## src/rtl/shifting_insert_remove_array_assert.svh

```systemverilog
// Assertion macros used by the top RTL file of the slot array.
// Each use names a label, a property or condition, and a message string.
// The module that uses them must have i_clk and i_rst_n in scope.
`ifndef SHIFTING_INSERT_REMOVE_ARRAY_ASSERT_SVH
`define SHIFTING_INSERT_REMOVE_ARRAY_ASSERT_SVH

`ifndef NO_ASSERTIONS

// Checks a property at every clock edge outside reset.
`define SIRA_ASSERT(lbl, prop, msg) \
    lbl: assert property (@(posedge i_clk) disable iff (!i_rst_n) prop) \
        else $error(msg);

// Checks a plain condition at every clock edge outside reset.
`define SIRA_ASSERT_NOW(lbl, cond, msg) \
    lbl: assert property (@(posedge i_clk) disable iff (!i_rst_n) (cond)) \
        else $error(msg);

`else

`define SIRA_ASSERT(lbl, prop, msg)
`define SIRA_ASSERT_NOW(lbl, cond, msg)

`endif

`endif

```

## src/rtl/sira_pkg.sv

```systemverilog
`default_nettype none

package sira_pkg;

    // Field widths and defaults.
    localparam int VALUE_W       = 32;
    localparam int POS_W         = 8;
    localparam int DEFAULT_DEPTH = 64;

    // Marker held by an empty slot.
    localparam logic signed [VALUE_W-1:0] EMPTY_MARK = -32'sd66;

    // Request commands.
    typedef enum logic [1:0] {
        CMD_INSERT = 2'd0,
        CMD_REMOVE = 2'd1,
        CMD_EXISTS = 2'd2,
        CMD_DUMP   = 2'd3
    } t_cmd;

    // Result kinds.
    typedef enum logic [1:0] {
        KIND_EXISTS = 2'd0,
        KIND_ENTRY  = 2'd1,
        KIND_NONE   = 2'd2
    } t_kind;

    // Controller states.
    typedef enum logic [1:0] {
        S_IDLE     = 2'd0,
        S_APPLY    = 2'd1,
        S_DUMP     = 2'd2,
        S_DUMP_END = 2'd3
    } t_state;

    // Operation broadcast to every cell.
    typedef enum logic [2:0] {
        OP_HOLD    = 3'd0,
        OP_CAPTURE = 3'd1,
        OP_INSERT  = 3'd2,
        OP_REMOVE  = 3'd3,
        OP_ROTATE  = 3'd4
    } t_cell_op;

    typedef struct packed {
        t_cell_op op;
        logic     tgt_occ;
        logic     clamped;
    } t_cell_ctrl;

    // A slot counts as occupied when its value is not negative.
    function automatic logic is_occupied(input logic signed [VALUE_W-1:0] v);
        return !v[VALUE_W-1];
    endfunction

endpackage

`default_nettype wire

```

## src/rtl/sira_cell.sv

```systemverilog
`default_nettype none

module sira_cell #(
    parameter int DEPTH = sira_pkg::DEFAULT_DEPTH,
    parameter int IDX   = 0,
    parameter int CW    = sira_pkg::POS_W
) (
    input  wire logic                                 i_clk,
    input  wire logic                                 i_rst_n,
    input  wire sira_pkg::t_cell_ctrl                 i_ctrl,
    input  wire logic [CW-1:0]                        i_pos,
    input  wire logic signed [sira_pkg::VALUE_W-1:0]  i_value,
    input  wire logic signed [sira_pkg::VALUE_W-1:0]  i_left,
    input  wire logic signed [sira_pkg::VALUE_W-1:0]  i_right,
    output logic signed [sira_pkg::VALUE_W-1:0]       o_slot,
    output logic                                      o_hit,
    output logic                                      o_match
);

    localparam logic [CW-1:0] MY_IDX     = CW'(IDX);
    localparam logic [CW-1:0] LAST_IDX   = CW'(DEPTH - 1);
    localparam logic [CW-1:0] SECOND_IDX = CW'(DEPTH - 2);

    logic signed [sira_pkg::VALUE_W-1:0] r_slot;
    logic signed [sira_pkg::VALUE_W-1:0] n_slot;
    logic                                r_hit;
    logic                                r_match;
    logic [CW-1:0]                       w_tgt;

    // Insert target after clamping to the last slot.
    assign w_tgt = i_ctrl.clamped ? LAST_IDX : i_pos;

    // Next slot value from the broadcast operation and the neighbors.
    always_comb begin
        n_slot = r_slot;
        case (i_ctrl.op)
            sira_pkg::OP_INSERT: begin
                if (i_ctrl.clamped && (MY_IDX == SECOND_IDX)) begin
                    n_slot = i_right;
                end else if (MY_IDX == w_tgt) begin
                    n_slot = i_value;
                end else if (i_ctrl.tgt_occ && !i_ctrl.clamped && (MY_IDX > w_tgt)) begin
                    n_slot = i_left;
                end
            end
            sira_pkg::OP_REMOVE: begin
                if (MY_IDX == LAST_IDX) begin
                    n_slot = sira_pkg::EMPTY_MARK;
                end else if (MY_IDX >= i_pos) begin
                    n_slot = i_right;
                end
            end
            sira_pkg::OP_ROTATE: begin
                n_slot = i_right;
            end
            default: begin
                n_slot = r_slot;
            end
        endcase
    end

    // Slot register and the flags captured when a request is taken.
    always_ff @(posedge i_clk) begin
        if (!i_rst_n) begin
            r_slot  <= sira_pkg::EMPTY_MARK;
            r_hit   <= 1'b0;
            r_match <= 1'b0;
        end else begin
            r_slot <= n_slot;
            if (i_ctrl.op == sira_pkg::OP_CAPTURE) begin
                r_hit   <= (MY_IDX == i_pos) && sira_pkg::is_occupied(r_slot);
                r_match <= (r_slot == i_value);
            end
        end
    end

    assign o_slot  = r_slot;
    assign o_hit   = r_hit;
    assign o_match = r_match;

endmodule

`default_nettype wire

```

## config.mk

```make
export PLATFORM = sky130hd
export DESIGN_NAME = sira_cell
export DESIGN_NICKNAME = d
export VERILOG_FILES = /design/src/rtl/shifting_insert_remove_array_assert.svh /design/src/rtl/sira_pkg.sv /design/src/rtl/sira_cell.sv
export SDC_FILE = /design/constraint.sdc
export NUM_CORES = 1
export LEC_CHECK = 0
export BUFFER_PORTS_ARGS = -buffer_cell sky130_fd_sc_hd__buf_2
export CAP_MARGIN = 30
export CORE_MARGIN = 2
export CORE_UTILIZATION = 43
export DETAILED_ROUTE_END_ITERATION = 16
export GPL_TIMING_DRIVEN = 1
export MAX_ROUTING_LAYER = met4
export PLACE_DENSITY = 0.82
export SLEW_MARGIN = 20
export SYNTH_ARGS = -nofsm -noshare
export SYNTH_HDL_FRONTEND = slang
export SYNTH_SLANG_ARGS = --single-unit
```

## constraint.sdc

```tcl
create_clock -name i_clk -period 2.4 [get_ports i_clk]
set_input_delay 0.12 -clock i_clk [delete_from_list [all_inputs] [get_ports i_clk]]
set_output_delay 0.12 -clock i_clk [all_outputs]
set_load 0.02 [all_outputs]
```

### Yosys cells after proc, flatten, opt, wreduce, memory -nomap -nowiden

Cells that the tools add are included.

* output and inout port bits: 34
* bits in registers: 34

* magnitude comparators: 2
* multiplexer cells: 5
* reductions and logical operators: 9
* equality and inequality tests: 7

Operators by type and width (number)
* 2-to-1 mux 32 bit: 3
* case mux 32 bit (3 select lines): 1
* == test 32 bit: 1
* zero test 8 bit: 2
* >= comparator 1 x 8 -> 1 bit, first input constant: 1
* > comparator 1 x 8 -> 1 bit, first input constant: 1
* 2-to-1 mux 8 bit: 1
* == test 3 x 2 -> 1 bit, second input constant: 2
* == test 3 x 1 -> 1 bit, second input constant: 1
* == test 3 bit, second input constant: 1
* logical AND 1 bit: 3
* != test 3 bit, second input constant: 1
* AND reduction 3 bit: 1
* nonzero test 3 bit: 1
* zero test 1 bit: 2
* != test 2 bit, second input constant: 1

### Longest topological paths before layout

Gate-level depths: netlist (run 1).

* depth after elaboration: 6
* mapped depth: 7

### Worst setup path before layout (run 1)

Ideal clock, no wire load.

* path type: input to register
* from: in i_pos[5]
* to: reg r_slot, in the netlist o_slot[1]
* buffers on the path: 2
* setup time: 137 ps
* required time: 2263 ps
* stages on the path: 7
* slack: 679 ps
* arrival: 1584 ps
* cell sequence: or4_4 > or3_1 > buf_2 > buf_4 > nand2_1 > a311o_1 > nand3_1

* word-level cells in the longest chain between the ends: 5

RTL lines
* start, declared: line sira_cell.sv:11 `input wire logic [CW-1:0] i_pos,`
* 2-to-1 mux 8 bit: line sira_cell.sv:31 `assign w_tgt = i_ctrl.clamped ? LAST_IDX : i_pos;`
* > comparator 1 x 8 -> 1 bit: line sira_cell.sv:42 `end else if (i_ctrl.tgt_occ && !i_ctrl.clamped && (MY_IDX > w_tgt)) begin`
* logical AND 1 bit: line sira_cell.sv:42
* != test 3 bit (no source line)
* AND reduction 3 bit (no source line)
* end signal, assigned: line sira_cell.sv:65 `r_slot <= sira_pkg::EMPTY_MARK;`
* end signal, assigned: line sira_cell.sv:69 `r_slot <= n_slot;`
* end, declared: line sira_cell.sv:24 `logic signed [sira_pkg::VALUE_W-1:0] r_slot;`

Several ways; a longest one is shown, not always the timed one.
A chain may end at the register's enable or synchronous reset.

### Final worst setup path (run 1)

* from: in i_ctrl[3] in the netlist's numbering
* to: reg r_slot, in the netlist o_slot[11]

* word-level cells in the longest chain between the ends: 3

RTL lines
* start, declared: line sira_cell.sv:10 `input wire sira_pkg::t_cell_ctrl i_ctrl,`
* == test 3 x 2 -> 1 bit / == test 3 bit (equally long branches): line sira_cell.sv:36 `case (i_ctrl.op)`
* != test 3 bit (no source line) (tied with other cells)
* AND reduction 3 bit (no source line)

Several ways; a longest one is shown, not always the timed one.

==> results.toml, run 1 <==
[run_status]
status = "completed"

[route]
via_count = 2700
wire_per_inst_um = 13.58
dr.pass1.iters = 4
viasPerCell = 5.284
drc = 0
first_iter_violations = 103
drtAntennaViolNets = 0
wirelength_mm = 6.939

[placed_design]
gp_congestion = 0.8258
hpwl_mm = 5.219
preCtsSetupSlack_ns = 0.4569
portBuffers = 143

[clock_network]
clockRootBuffer = "clkbuf_8"
cts.sinks = 34
postCtsSetupBuffers = 0
cts-resized-gates = 0
clk_latency_ns = 0.28
cts_made_buffers = 5
clk_pin_slew_worst_paths_ns = 0.07
h-tree-depth = 2
cts_tree = "done"
ctsHoldBuffers = 0
clk_path_buf_depth = 2

[power]
leakagePower_uw = 0.001483
p_per_area_mw_per_mm2 = 458.0
vdd_drop_max_mv = 0.3700
power.internal_uw = 987.4
switching_share_pct = 30.44
switching_power_uw = 432.0
power_frac_comb_pct = 25.5
seqPwrFrac_pct = 43.5
clkPwrFrac_pct = 31.0

[timing]
setup-tns-final_ns = 0
max_slew_margin_pct = 39.83
rsz0062_at_grt = "false"
fin_crit_sh_pct = 70.28
max_freq_mhz = 592.9
worst_slack_ns = 0.7133
fin_skew_ns = 0.004300
slew_violations = 0
worst_slew_pin_slew_ns = 0.9006
setup-violations-final = 0
layout_min_cycle_time_ns = 1.687
hold_ws_ns = 0.2181
hold_viol = 0

[worst_setup_path]
crit_chain = "buf_2 -> nor2b_1 -> a21oi_4 -> buf_12 -> nor2_1 -> a311o_1 -> nand3_1"
rr_worst_depth = 5
crit_path_start = "i_ctrl[3]"
end_kind = "flop"
cp_max_fo = 35
critPathMaxStageDelay_ns = 0.73
worstReg2RegEnd = "o_match$_SDFFE_PN0N_"
path_class = "input pin to flop"
regToRegSetupSlack_ns = 1.03
crit_slowest_cell = "a21oi_4"
startpoint_type = "input pin"
crit_family = "compound AO/OA/AOI/OAI gates"
crit_arrival_ns = 1.90
crit_buf_inv = 2
cp.required_ns = 2.62
r2r_start = "o_slot[4]$_SDFFE_PN1P_"

[hold_path]
hp-start = "i_value[0]"
hold_path_class = "input pin to flop"
holdPathStages = 4
hold_end = "o_match$_SDFFE_PN0N_"

[global_route]
grtUsageMet1_pct = 32.71
groute.usage.overall_pct = 24.98
grt_max_degree = 65
grt-ovfl-total = 0
grt_use_met3_pct = 4.365
grt_pass1_vias = 2313
antenna_found_initial = 0
gr-max-usage-layer = "met2"
grt_pass1_wl_mm = 10.67
met2_usage_pct = 39.66

[synth]
yosysUniqueCellTypes = 26
yosysSeqAreaShare_pct = 30.67
syn_area_per_cell_um2 = 7.230
yosys_warnings = 0
synthCells = 307
synth.cell_area_mm2 = 0.002220
syn_nets = 418
synth-seq-cells = 34

[flow_run]
maxCapViolations = 0

[die]
die_area_mm2 = 0.005752
io_pins = 145
start_util_pct = 44.02
num_rows = 26
fp.dieW_um = 75.85
core_area_mm2 = 0.005042
die_h_um = 75.85

[cells_and_area]
drive_gt1_share_pct = 36.73
fin_nets = 551
area_growth_pct = 39.63
num_antenna_cells = 0
-- worst min-delay path: stages --
cell     delay [ns]
buf_2          0.10
xnor2_1        0.07
nand4_1        0.08
o21ai_0        0.07
-- cell usage after synthesis --
library cell	n	area, µm²
nor2_1	32	120.1
o21ai_0	3	15.01
nor2b_1	2	12.51
a311oi_1	2	17.52
xnor2_1	18	157.7
nor3_1	1	5.000
nand4_1	6	37.54
buf_2	5	25.02
nand2_1	95	356.6
xor2_1	14	122.6
a31oi_1	1	6.260
nor4_1	5	31.28
a21oi_1	2	10.01
or3_1	1	6.260
nand2b_1	1	6.260
buf_1	1	3.750
buf_6	1	11.26
or4_4	2	22.52
nand3_1	31	155.2
a31o_1	2	17.52
buf_4	4	30.03
clkbuf_1	12	45.04
a311o_1	30	300.3
dfxtp_1	34	680.7
nor3b_1	1	7.510
nor3_4	1	16.27
-- worst max path at each step --
stage	end	slack [ns]	cells after the start
3_5_place_dp	o_slot[17]$_SDFFE_PN1P_	0.46	7
3_3_place_gp	o_slot[0]$_SDFFE_PN0P_	0.49	7
6_report	o_slot[11]$_SDFFE_PN1P_	0.71	7
4_1_cts	o_slot[0]$_SDFFE_PN0P_	0.75	7
5_1_grt	o_slot[2]$_SDFFE_PN1P_	0.61	7
2_1_floorplan	o_slot[1]$_SDFFE_PN1P_	0.68	7
-- cell type report --
class | instances | area (µm²)
clock buffers | 6 | 82.58
clock inverters | 2 | 12.51
repair buffers | 149 | 785.8
well taps | 70 | 87.58
fillers | 467 | 1943
multi-input cells | 250 | 1450
flip-flops and latches | 34 | 680.7
-- metrics by stage --
stage / total power [µW] / instance area, µm² / util [%] / cells
finish: 1419 / 3099 / 61.46 / 511
global route: 1502 / 3099 / 61.46 / 511
CTS: 1436 / 3099 / 61.46 / 511
detailed placement: 990.5 / 3004 / 59.58 / 503
global placement: 985.0 / 3004 / 59.58 / 503
floorplan: 815.5 / 2220 / - / 307
-- power by group through the flow --
stage | Clock (µW) | Sequential (µW) | Combinational [µW]
after floorplan | 0 | 664 | 152
after global placement | 0 | 629 | 356
after detailed placement | 0 | 630 | 360
after CTS | 457 | 618 | 362
after global routing | 482 | 621 | 398
final | 440 | 618 | 361
-- cell families after synthesis --
logic type,count (synthesis),share of synthesized area [%]
buffers and inverters,23,5.186
xor gates and xnor gates,32,12.63
DFF,34,30.67
AOI/OAI and AO/OA,40,16.52
and+or+nand+nor,178,35.01
-- sequential cells by signal, summed over array words and instances (netlist names) --
signal / flops
o_slot: 32
o_hit: 1
o_match: 1
-- cells in the final DEF, fill, tap and decap left out, types with 2 or more instances in the layout --
cell type / count
a311oi_1: 2
buf_12: 2
nand4_1: 6
nor4_1: 5
or4_4: 2
nand2_1: 95
a311o_1: 30
nand3_1: 31
buf_2: 143
nor2_1: 32
o21ai_0: 3
xnor2_1: 18
clkbuf_8: 6
nor2b_1: 2
xor2_1: 14
dfxtp_1: 34
buf_4: 4
a31o_1: 2
-- per-layer routing --
metal	share of wire [%]	wire length [µm]
met5	0	0
met4	1.7	121
met3	7.3	509
met2	47	3278
met1	44	3031
(Power assumes the default switching activity.)
==> run 2, diff against run 1 <==
--- a/config.mk
+++ b/config.mk
@@ -8,11 +8,11 @@
 export BUFFER_PORTS_ARGS = -buffer_cell sky130_fd_sc_hd__buf_2
 export CAP_MARGIN = 30
 export CORE_MARGIN = 2
-export CORE_UTILIZATION = 43
+export CORE_UTILIZATION = 38
 export DETAILED_ROUTE_END_ITERATION = 16
 export GPL_TIMING_DRIVEN = 1
 export MAX_ROUTING_LAYER = met4
-export PLACE_DENSITY = 0.82
+export PLACE_DENSITY = 0.76
 export SLEW_MARGIN = 20
 export SYNTH_ARGS = -nofsm -noshare
 export SYNTH_HDL_FRONTEND = slang
==> constraint.sdc (replaced) <==
create_clock -name i_clk -period 1.5 [get_ports i_clk]
set_input_delay 0.075 -clock i_clk [delete_from_list [all_inputs] [get_ports i_clk]]
set_output_delay 0.075 -clock i_clk [all_outputs]
set_load 0.02 [all_outputs]
==> results.toml, run 2 (synthesized netlist as in run 1, its figures left out) <==
[placed_design]
gp_congestion = 0.8220
hpwl_mm = 5.843
portBuffers = 143
placed_area_mm2 = 0.003077
preCtsSetupSlack_ns = -0.3255

[cells_and_area]
final_area_mm2 = 0.003198
area_growth_pct = 44.08
fin_nets = 557
layout_common_cells = "buf_2, nand2_1, dfxtp_1"
drive_gt1_share_pct = 38.03
mostFrequentLayoutCell = "buf_2"
largest_reg_flops = 32
utilization_pct = 57.37
fillCellCount = 548
num_antenna_cells = 0

[worst_setup_path]
end_kind = "flop"
r2r_start = "o_slot[31]$_SDFFE_PN1P_"
rr_worst_depth = 5
cp.required_ns = 1.66
cp_max_fo = 17
startpoint_type = "input pin"
path_class = "input pin to flop"
crit_path_start = "i_pos[0]"
crit_arrival_ns = 1.65
regToRegSetupSlack_ns = 0.15

[power]
switching_power_uw = 711.2
seqPwrFrac_pct = 42.9
leakagePower_uw = 0.001531
switching_share_pct = 30.81
power_frac_comb_pct = 26.3
power.internal_uw = 1597
vdd_drop_max_mv = 0.4301
clkPwrFrac_pct = 30.8
p_per_area_mw_per_mm2 = 721.8

[hold_path]
holdPathStages = 4
hp-start = "i_value[0]"
hold_path_class = "input pin to flop"

[timing]
worst_slack_ns = 0.001687
max_freq_mhz = 667.4
fin_crit_sh_pct = 99.89
setup-violations-final = 0
layout_min_cycle_time_ns = 1.498
slew_violations = 0
rsz0062_at_grt = "true"
fin_skew_ns = 0.006892
worst_slew_pin_slew_ns = 0.3682
max_slew_margin_pct = 75.40
hold_viol = 0

[global_route]
grt-ovfl-total = 0
groute.usage.overall_pct = 23.49
grt_pass1_wl_mm = 11.56
antenna_found_initial = 0
grt_pass1_vias = 2518
grt_max_degree = 35

[clock_network]
cts_made_buffers = 5
clk_pin_slew_worst_paths_ns = 0.07
cts.sinks = 34
h-tree-depth = 2
clockRootBuffer = "clkbuf_8"
ctsHoldBuffers = 0
cts_tree = "done"
clk_path_buf_depth = 2
clk_latency_ns = 0.28
postCtsSetupBuffers = 0

[run_status]
status = "completed"

[die]
start_util_pct = 39.82
fp.dieW_um = 80.43
die_area_mm2 = 0.006468
die_h_um = 80.43
num_rows = 27
core_area_mm2 = 0.005574
io_pins = 145

[route]
wire_per_inst_um = 14.62
dr.pass1.iters = 4
first_iter_violations = 92
drc = 0
viasPerCell = 5.297
wirelength_mm = 7.589
via_count = 2749
drtAntennaViolNets = 0

[flow_run]
maxCapViolations = 0
==> run 2: per-layer routing <==
metal | GRT usage, % | wire length (µm) | vias up
met3 | 4.494 | 581 | 9
met1 | 28.54 | 3127 | 1280
met4 | 4.746 | 81 | 0
li1 | - | - | 1343
met5 | - | 0 | -
met2 | 40.67 | 3798 | 117
==> run 2: final cells by class <==
type / instances / area (µm²) / area share (%)
Clock buffer: 6 / 82.58 / 2.582
Clock inverter: 2 / 12.51 / 0.3912
Multi-Input combinational cell: 250 / 1458 / 45.58
Sequential cell: 34 / 680.7 / 21.28
Tap cell: 72 / 90.09 / 2.817
Timing Repair Buffer: 155 / 874.6 / 27.35
==> run 2: per-stage QoR <==
stage	TNS (ns)	total power, µW	hold slack (ns)	std cells
floorplan	-4.982	1307	0.2864	307
global placement	-8.291	1604	0.4491	511
detailed placement	-9.480	1615	0.4690	511
CTS	0	2331	0.1644	519
global route	-0.3656	2427	0.1734	519
finish	0	2308	0.1681	519
==> run 2: path summary, 6_finish.rpt <==
path | to
max | o_slot[8]$_SDFFE_PN1P_
min | o_match$_SDFFE_PN0N_
max reg2reg | o_match$_SDFFE_PN0N_
min reg2reg | o_match$_SDFFE_PN0N_
==> run 2: repair_timing <==
action,4_1_cts,5_1_grt
gates resized for setup,3,4
pin swaps,0,1
endpoints found under the setup margin,19,25
==> run 2: worst max-delay path: stages <==
cell	delay [ns]
buf_2	0.10
or4_4	0.56
or3_4	0.41
buf_6	0.17
nand2_1	0.08
a311o_1	0.17
nand3_1	0.07
==> run 2: power by group through the flow <==
stage          registers (µW)  clock network (µW)  logic, µW
2_1_floorplan            1060                   0        246
3_3_place_gp             1010                   0        595
3_5_place_dp             1010                   0        604
4_1_cts                   990                 732        609
5_1_grt                   996                 766        665
6_report                  991                 711        606
==> run 3, diff against run 2 <==
--- a/config.mk
+++ b/config.mk
@@ -8,11 +8,11 @@
 export BUFFER_PORTS_ARGS = -buffer_cell sky130_fd_sc_hd__buf_2
 export CAP_MARGIN = 30
 export CORE_MARGIN = 2
-export CORE_UTILIZATION = 38
+export CORE_UTILIZATION = 43
 export DETAILED_ROUTE_END_ITERATION = 16
 export GPL_TIMING_DRIVEN = 1
 export MAX_ROUTING_LAYER = met4
-export PLACE_DENSITY = 0.76
+export PLACE_DENSITY = 0.82
 export SLEW_MARGIN = 20
 export SYNTH_ARGS = -nofsm -noshare
 export SYNTH_HDL_FRONTEND = slang
==> constraint.sdc (replaced) <==
create_clock -name i_clk -period 1.58 [get_ports i_clk]
set_input_delay 0.079 -clock i_clk [delete_from_list [all_inputs] [get_ports i_clk]]
set_output_delay 0.079 -clock i_clk [all_outputs]
set_load 0.02 [all_outputs]
==> results.toml, run 3 (synthesized netlist as in run 1, its figures left out) <==
[run_status]
status = "completed"

[cells_and_area]
fillCellCount = 478
layout_common_cells = "buf_2, nand2_1, dfxtp_1"
fin_nets = 555
area_growth_pct = 40.81
drive_gt1_share_pct = 37.08
largest_reg_flops = 32
mostFrequentLayoutCell = "buf_2"
multiInputGateArea_mm2 = 0.001450
num_antenna_cells = 0
utilization_pct = 61.99
stdcell_count = 515
final_area_mm2 = 0.003126
regArea_um2 = 680.7

[global_route]
grt-ovfl-total = 0
grt_max_degree = 65
antenna_found_initial = 0
groute.usage.overall_pct = 25.57
grt_pass1_vias = 2365
grt_pass1_wl_mm = 10.94

[worst_setup_path]
crit_family = "simple AND/OR/NAND/NOR gates"
cp_max_fo = 15
crit_chain = "buf_2 -> or4_4 -> or3_1 -> buf_4 -> nand2_1 -> a311oi_1 -> a31o_1"
crit_arrival_ns = 1.72
critPathMaxStageDelay_ns = 0.57
crit_buf_inv = 2
crit_slowest_cell = "or4_4"
startpoint_type = "input pin"
end_kind = "flop"
path_class = "input pin to flop"
cp.required_ns = 1.75

[timing]
rsz0062_at_grt = "true"
layout_min_cycle_time_ns = 1.550
slew_violations = 0
max_slew_margin_pct = 53.79
max_freq_mhz = 645.3
setup-violations-final = 0
worst_slew_pin_slew_ns = 0.6917
hold_viol = 0
fin_crit_sh_pct = 98.08
hold_ws_ns = 0.1407
fin_skew_ns = 0.009296
setup-tns-final_ns = 0

[placed_design]
placed_area_mm2 = 0.003034
hpwl_mm = 5.503
gp_congestion = 0.7847
dp_cells = 507
portBuffers = 143

[die]
num_rows = 26
fp.dieW_um = 75.85
io_pins = 145
die_h_um = 75.85
start_util_pct = 44.02
core_area_mm2 = 0.005042
die_area_mm2 = 0.005752

[clock_network]
cts_made_buffers = 5
clk_latency_ns = 0.28
h-tree-depth = 2
cts-resized-gates = 0
cts_tree = "done"
cts.sinks = 34
clockRootBuffer = "clkbuf_8"
clk_pin_slew_worst_paths_ns = 0.07
clk_path_buf_depth = 2
postCtsSetupBuffers = 0
ctsHoldBuffers = 0

[route]
wirelength_mm = 7.215
drc = 0
wire_per_inst_um = 14.01
first_iter_violations = 181
dr.pass1.iters = 4
drtAntennaViolNets = 0
viasPerCell = 5.270
via_count = 2714

[power]
vdd_drop_max_mv = 0.5033
leakagePower_uw = 0.001502
p_per_area_mw_per_mm2 = 691.4

[hold_path]
hold_path_class = "input pin to flop"

[flow_run]
maxCapViolations = 0
==> run 3: power breakdown <==
| group | internal (µW) | switching, µW | leakage [µW] | total [µW] |
|---|---|---|---|---|
| registers | 900 | 39.3 | 0.000279 | 940 |
| clock network | 352 | 314 | 0.0000482 | 666 |
| logic | 255 | 300 | 0.00117 | 556 |
| total | 1510 | 654 | 0.00150 | 2160 |
==> run 3: cell type report <==
| type | count | area share [%] |
|---|---|---|
| multi-input cells | 250 | 46.40 |
| repair buffers | 153 | 26.10 |
| flip-flops and latches | 34 | 21.78 |
| well taps | 70 | 2.802 |
| clock buffers | 7 | 2.762 |
| clock inverters | 1 | 0.1601 |
==> run 3: metrics by stage <==
stage                     total power (µW)  worst slack, ns
after detailed placement              1515          -0.2514
after floorplan                       1239         -0.09973
final                                 2161          0.03037
after CTS                             2178          0.03764
after global routing                  2284         -0.01774
after global placement                1505          -0.2071
==> run 3: per-layer routing <==
metal / vias up / track usage, % / part of all wire [%]
met5: - / - / 0
met4: 0 / 4.678 / 0.85
met3: 10 / 5.026 / 8.0
met2: 124 / 41.86 / 48
met1: 1237 / 33.01 / 43
li1: 1343 / - / -
==> run 3: final timing paths <==
| kind | startpoint | end | slack (ns) | cells past startpoint |
|---|---|---|---|---|
| max | i_pos[5] | o_slot[0]$_SDFFE_PN0P_ | 0.03 | 7 |
| min | i_rst_n | o_slot[27]$_SDFFE_PN1P_ | 0.14 | 2 |
| max reg2reg | o_slot[31]$_SDFFE_PN1P_ | o_match$_SDFFE_PN0N_ | 0.20 | 5 |
| min reg2reg | o_match$_SDFFE_PN0N_ | o_match$_SDFFE_PN0N_ | 0.47 | 2 |
